[config.mk]
export PLATFORM = sky130hd
export DESIGN_NAME = ccc_sqdiv
export DESIGN_NICKNAME = d
export VERILOG_FILES = /design/src/hw/rtl/ccc_pkg.sv /design/src/hw/rtl/ccc_sqdiv.sv
export SDC_FILE = /design/constraint.sdc
export NUM_CORES = 1
export LEC_CHECK = 0
export BUFFER_PORTS_ARGS = -buffer_cell sky130_fd_sc_hd__clkbuf_2
export CORE_MARGIN = 10
export CORE_UTILIZATION = 40
export DETAILED_ROUTE_END_ITERATION = 12
export GPL_ROUTABILITY_DRIVEN = 0
export PLACE_DENSITY_LB_ADDON = 0.2
export SKIP_CTS_REPAIR_TIMING = 1
export SYNTH_ARGS = -nofsm -noshare
export SYNTH_HDL_FRONTEND = slang
export SYNTH_SLANG_ARGS = --single-unit
export TNS_END_PERCENT = 1
[constraint.sdc]
create_clock -name i_clk -period 24.3 [get_ports i_clk]
set_input_delay 1.215 -clock i_clk [delete_from_list [all_inputs] [get_ports i_clk]]
set_output_delay 1.215 -clock i_clk [all_outputs]
set_load 0.05 [all_outputs]
[src/hw/rtl/ccc_pkg.sv]
// Package for the complex cross-correlator: operation and status codes, widths.
// No dependencies.
package ccc_pkg;
    localparam int unsigned MAX_SAMPLES_DEF = 4096;
    localparam int unsigned ENERGY_W = 44;
    localparam int unsigned ACC_W    = 48;
    localparam int unsigned MAG_W    = 24;

    typedef enum logic [1:0] {
        OP_LOAD  = 2'd0,
        OP_QUERY = 2'd1,
        OP_CLEAR = 2'd2,
        OP_NONE  = 2'd3
    } t_op;

    typedef enum logic [1:0] {
        ST_OK      = 2'd0,
        ST_ZERO_E  = 2'd1,
        ST_BAD_LAG = 2'd2
    } t_status;
endpackage

[src/hw/rtl/ccc_sqdiv.sv]
// Iterative square root of a 128-bit value followed by an unsigned division.
// Depends on ccc_pkg.
module ccc_sqdiv (
    input  logic                          i_clk,
    input  logic                          i_rst_n,
    input  logic                          i_start,
    input  logic [127:0]                  i_radicand,
    input  logic [ccc_pkg::ENERGY_W-1:0]  i_divisor,
    output logic                          o_done,
    output logic [ccc_pkg::MAG_W-1:0]     o_quot
);
    import ccc_pkg::*;

    typedef enum logic [2:0] {
        S_IDLE = 3'b001,
        S_ROOT = 3'b010,
        S_DIV  = 3'b100
    } t_state;

    t_state        r_state, n_state;
    logic [127:0]  r_rem;      // root remainder
    logic [127:0]  r_rad;      // radicand, shifted two bits a step
    logic [63:0]   r_root;
    logic [6:0]    r_cnt;
    logic [ENERGY_W-1:0] r_div;
    logic [64:0]   r_drem;
    logic [63:0]   r_quo;
    logic [129:0]  w_trial_rem;
    logic [129:0]  w_trial_sub;
    logic [64:0]   w_dshift;

    // restoring root, two radicand bits per step
    assign w_trial_rem = {r_rem, r_rad[127:126]};
    assign w_trial_sub = {64'd0, r_root, 2'b01};
    // restoring divide, one quotient bit per step
    assign w_dshift = {r_drem[63:0], r_root[r_cnt[5:0]]};

    always_ff @(posedge i_clk) begin
        if (!i_rst_n) begin
            r_state <= S_IDLE;
            r_cnt   <= '0;
        end else begin
            r_state <= n_state;
            unique case (r_state)
                S_IDLE: begin
                    if (i_start) begin
                        r_rem  <= '0;
                        r_rad  <= i_radicand;
                        r_root <= '0;
                        r_div  <= i_divisor;
                        r_cnt  <= 7'd63;
                    end
                end
                S_ROOT: begin
                    r_rad <= {r_rad[125:0], 2'b00};
                    if (w_trial_rem >= w_trial_sub) begin
                        r_rem  <= 128'(w_trial_rem - w_trial_sub);
                        r_root <= {r_root[62:0], 1'b1};
                    end else begin
                        r_rem  <= 128'(w_trial_rem);
                        r_root <= {r_root[62:0], 1'b0};
                    end
                    if (r_cnt == '0) begin
                        r_cnt  <= 7'd63;
                        r_drem <= '0;
                        r_quo  <= '0;
                    end else begin
                        r_cnt <= r_cnt - 7'd1;
                    end
                end
                S_DIV: begin
                    if (w_dshift >= {21'd0, r_div}) begin
                        r_drem <= w_dshift - {21'd0, r_div};
                        r_quo  <= {r_quo[62:0], 1'b1};
                    end else begin
                        r_drem <= w_dshift;
                        r_quo  <= {r_quo[62:0], 1'b0};
                    end
                    r_cnt <= r_cnt - 7'd1;
                end
                default: ;
            endcase
        end
    end

    always_comb begin
        n_state = r_state;
        unique case (r_state)
            S_IDLE: if (i_start) n_state = S_ROOT;
            S_ROOT: if (r_cnt == '0) n_state = S_DIV;
            S_DIV:  if (r_cnt == '0) n_state = S_IDLE;
            default: n_state = S_IDLE;
        endcase
    end

    logic [63:0] w_q_final;
    assign w_q_final = {r_quo[62:0], (w_dshift >= {21'd0, r_div})};
    assign o_done = (r_state == S_DIV) && (r_cnt == '0);
    assign o_quot = (w_q_final[63:MAG_W] != '0) ? {MAG_W{1'b1}} : w_q_final[MAG_W-1:0];
endmodule

==> flow_metrics.env <==
export IMPL_drt_wl_total_um=79700
export IMPL_cts_sinks=501
export IMPL_grt_setup_unrepaired="false"
export IMPL_die_area_sq_um=86700
export IMPL_worst_hold_path_type="reg2reg"
export IMPL_layout_area_overhead_vs_synth_pct=12.4
export IMPL_worst_r2r_setup_slack_ns=18.66
export IMPL_worst_path_max_fanout=19
export IMPL_antennaDiodeCount=0
export IMPL_detailroute_via_count=23600
export IMPL_fin_crit_ns=6.17
export IMPL_global_route_overflow_total=0
export IMPL_floorplan_core_area_sq_um=74600
export IMPL_timing_hold_worst_endpoint="r_cnt[6]"
export IMPL_hold_slack_ns=0.451
export IMPL_fp_dieH_um=294
export IMPL_power_per_cell_area_nw_per_um2=62.6
export IMPL_mappedNetlistNets=3475
export IMPL_synthesis_area_sq_um=30100
export IMPL_synthTopCellsByArea="sky130_fd_sc_hd__edfxtp_1 49%, sky130_fd_sc_hd__nand2_1 8.4%, sky130_fd_sc_hd__ha_1 4.6%"
export IMPL_crit_path_top_delay_cell="sky130_fd_sc_hd__dfxtp_1"
export IMPL_cts_root_buf="sky130_fd_sc_hd__clkbuf_16"
export IMPL_setup_worst_path_end_class="primary output"
export IMPL_placed_cell_area_sq_um=32000
export IMPL_maximum_vdd_drop_mv=0.0563
export IMPL_post_synth_top_area_fraction_pct=48.9
export IMPL_synth_flop_cell="sky130_fd_sc_hd__edfxtp_1"
export IMPL_r2r_start="r_cnt[1]"
export IMPL_dpl_cell_count=4209
export IMPL_remaining_drc_errors=0
export IMPL_cp_data_required_time_ns=23.08
export IMPL_max_slew_violation_total_from_the_final_report=0
export IMPL_cts_reportedPaths_clkPinSlew_ns=0.06
export IMPL_htreeDepth=2
export IMPL_timing_hold_violations_final=0
export IMPL_synth_yosys_seq_area_share_pct=49.6
export IMPL_final_common_cell="sky130_fd_sc_hd__nand2_1"
export IMPL_setup_tns_ns=0
export IMPL_worst_endpoint_arrival_ns=4.96
export IMPL_detailed_place_hpwl_um=55400
export IMPL_final_cell_mix="671 x sky130_fd_sc_hd__nand2_1, 491 x sky130_fd_sc_hd__edfxtp_1, 255 x sky130_fd_sc_hd__a21oi_1, 240 x sky130_fd_sc_hd__nor2_1, 199 x sky130_fd_sc_hd__clkbuf_2"
export IMPL_clock_skew_ns=0.0264
export IMPL_cp_common_cell="sky130_fd_sc_hd__mux4_2"
export IMPL_post_synth_inst_count=3188
export IMPL_drt_iter0_drc=1966
export IMPL_setup_viol=0
export IMPL_buf_inv_on_cp=2
export IMPL_slew_worst_pin_ns=1.20
export IMPL_clock_tree_from_tritoncts="yes"
export IMPL_first_global_vias=23000
export IMPL_synth_top_cell_by_area="sky130_fd_sc_hd__edfxtp_1"
export IMPL_synth_cell_types=79
export IMPL_global_route_wire_length_before_repair_um=126000
export IMPL_slew_headroom_pct=19.5
export IMPL_r2r_end="r_drem[58]"
export IMPL_critPathLaunchType="register"
export IMPL_critical_path_max_stage_delay_ns=0.91
export IMPL_hold_path_cell_count=2
export IMPL_max_root_sink_buffers=3
export IMPL_die_width_um=294
export IMPL_cts_made_buffers=58
export IMPL_antenna_found_initial=0
export IMPL_global_route_usage_total_pct=17.8
export IMPL_critical_path_top_delay_family="compound AO/OA/AOI/OAI gates"
export IMPL_hp_start="r_cnt[6]"
export IMPL_drt_antenna_violating_nets=0
export IMPL_fin_cells=4317
export IMPL_fin_area_sq_um=33900
export IMPL_reg2reg_depth=18
export IMPL_grt_max_degree=164
export IMPL_ioPinCount=200
export IMPL_viasPerCell=5.48
export IMPL_synth_enable_flop_cells=491
export IMPL_result_of_the_run="complete, no violations"
export IMPL_floorplan_initialDensity_pct=40.4
export IMPL_rows=100
export IMPL_final_min_period_over_clock_period_pct=25.4
export IMPL_clk_insertion_delay_late_ns=0.63
export IMPL_fmax_mhz=162
export IMPL_power_leakage_nw=13.3
export IMPL_crit_path_cell_trace="mux4_2 -> mux4_2 -> mux4_2 -> inv_1 -> ha_1 -> nor2b_1 -> o21bai_1 -> a21o_1 -> a2111o_1 -> a211o_1 -> a21oi_1 -> nor2_4 -> nand2_1 -> clkbuf_2"
export IMPL_cap_viol_max_count=0
export IMPL_crit_type="reg2out"
export IMPL_final_nets=3587
export IMPL_drive_above_1_share_pct=11.7
export IMPL_port_buffers=199
export IMPL_wire_per_inst_um=18.5
export IMPL_synth_yosys_warnings=0
export IMPL_ys_seq_elements=501
export IMPL_detail_route_first_pass_iterations=5
export IMPL_syn_mean_instance_area_sq_um=9.45
export IMPL_postSynth_asyncResetShare_pct=0
## synth_stat cells, types with 18 or more instances
library cell               instances
sky130_fd_sc_hd__o21a_1           22
sky130_fd_sc_hd__edfxtp_1        491
sky130_fd_sc_hd__a31oi_1          21
sky130_fd_sc_hd__o21bai_1         32
sky130_fd_sc_hd__ha_1            111
sky130_fd_sc_hd__nor2b_1          19
sky130_fd_sc_hd__nand4_1          54
sky130_fd_sc_hd__clkbuf_1        148
sky130_fd_sc_hd__or3_1            50
sky130_fd_sc_hd__nand2b_1         39
sky130_fd_sc_hd__mux4_2           21
sky130_fd_sc_hd__nand2_1         671
sky130_fd_sc_hd__xnor2_1          85
sky130_fd_sc_hd__inv_1           151
sky130_fd_sc_hd__nor2_1          243
sky130_fd_sc_hd__xor2_1           46
sky130_fd_sc_hd__o21ai_0         105
sky130_fd_sc_hd__a21o_1           57
sky130_fd_sc_hd__a21oi_1         256
sky130_fd_sc_hd__nand3_1          58
sky130_fd_sc_hd__mux2i_1          18
sky130_fd_sc_hd__or4_1            33
sky130_fd_sc_hd__nor4_1           48
sky130_fd_sc_hd__nor3_1           67
sky130_fd_sc_hd__and2_1           81
sky130_fd_sc_hd__a211oi_1         42
## flip-flops by register name (all words and copies together) (netlist names)
| signal | flops |
|---|---|
| r_rad | 128 |
| r_rem | 128 |
| r_drem | 64 |
| r_root | 64 |
| r_quo | 63 |
| r_div | 44 |
| r_cnt | 7 |
| r_state | 3 |
## power breakdown
group / total (mW) / switching, mW / internal (mW) / leakage (nW)
registers: 1.00 / 0.0205 / 0.984 / 4.90
clock network: 0.885 / 0.363 / 0.521 / 0.933
logic: 0.231 / 0.142 / 0.0897 / 7.44
## tightest hold or removal path, delay by kind of cell, from the launching register on
| kind | cells | cell delay (ns) |
|---|---|---|
| and+or+nand+nor | 1 | 0.05 |
| AOI/OAI and AO/OA | 1 | 0.05 |
| DFF | 1 | 0.30 |
## metal layers
metal  track usage [%]  routed length, um  vias up
met5                 0                  0        -
met2              28.9              37800      579
li1                  -                  -    11700
met4              4.51               1770        0
met1              24.8              36100    11300
met3              2.50               4080      107
## metrics by stage
stage / setup WS (ns) / util [%] / total power [mW]
floorplan: 6.24 / - / 1.20
finish: 18.13 / 45.4 / 2.12
global placement: 18.75 / 42.9 / 1.25
global route: 17.85 / 45.4 / 2.21
detailed placement: 18.67 / 42.9 / 1.25
CTS: 18.06 / 45.4 / 2.14
## cell type report
type                            count  area [sq um]
Fill cell                        7208         40700
Clock inverter                     34           367
Timing Repair Buffer              224          1210
Clock buffer                       74          1540
Inverter                          151           567
Tap cell                          969          1210
Sequential cell                   501         14900
Multi-Input combinational cell   2364         14000
## cells by family (layout without fill, tap and decap cells)
| kind of cell | after synthesis | after routing | share of synthesized area [%] |
|---|---|---|---|
| compound gates | 645 | 645 | 13.4 |
| xor+xnor | 131 | 131 | 3.81 |
| fa+ha+maj | 112 | 112 | 4.68 |
| buf+inv | 323 | 483 | 4.08 |
| flops | 501 | 501 | 49.6 |
| mux | 39 | 39 | 2.17 |
| simple gates | 1437 | 1437 | 22.3 |
## worst max path at each step
stage / startpoint / to / slack [ns] / depth (start not counted)
2_1_floorplan: i_start / r_rad[0] / 6.24 / 3
3_3_place_gp: r_cnt[1] / r_drem[58] / 18.75 / 18
3_5_place_dp: r_cnt[1] / r_drem[58] / 18.67 / 18
4_1_cts: r_cnt[1] / o_quot[0] / 18.06 / 14
5_1_grt: r_cnt[1] / o_quot[0] / 17.85 / 14
6_report: r_cnt[1] / o_quot[0] / 18.13 / 14
Power figures use the tool's default switching activity.
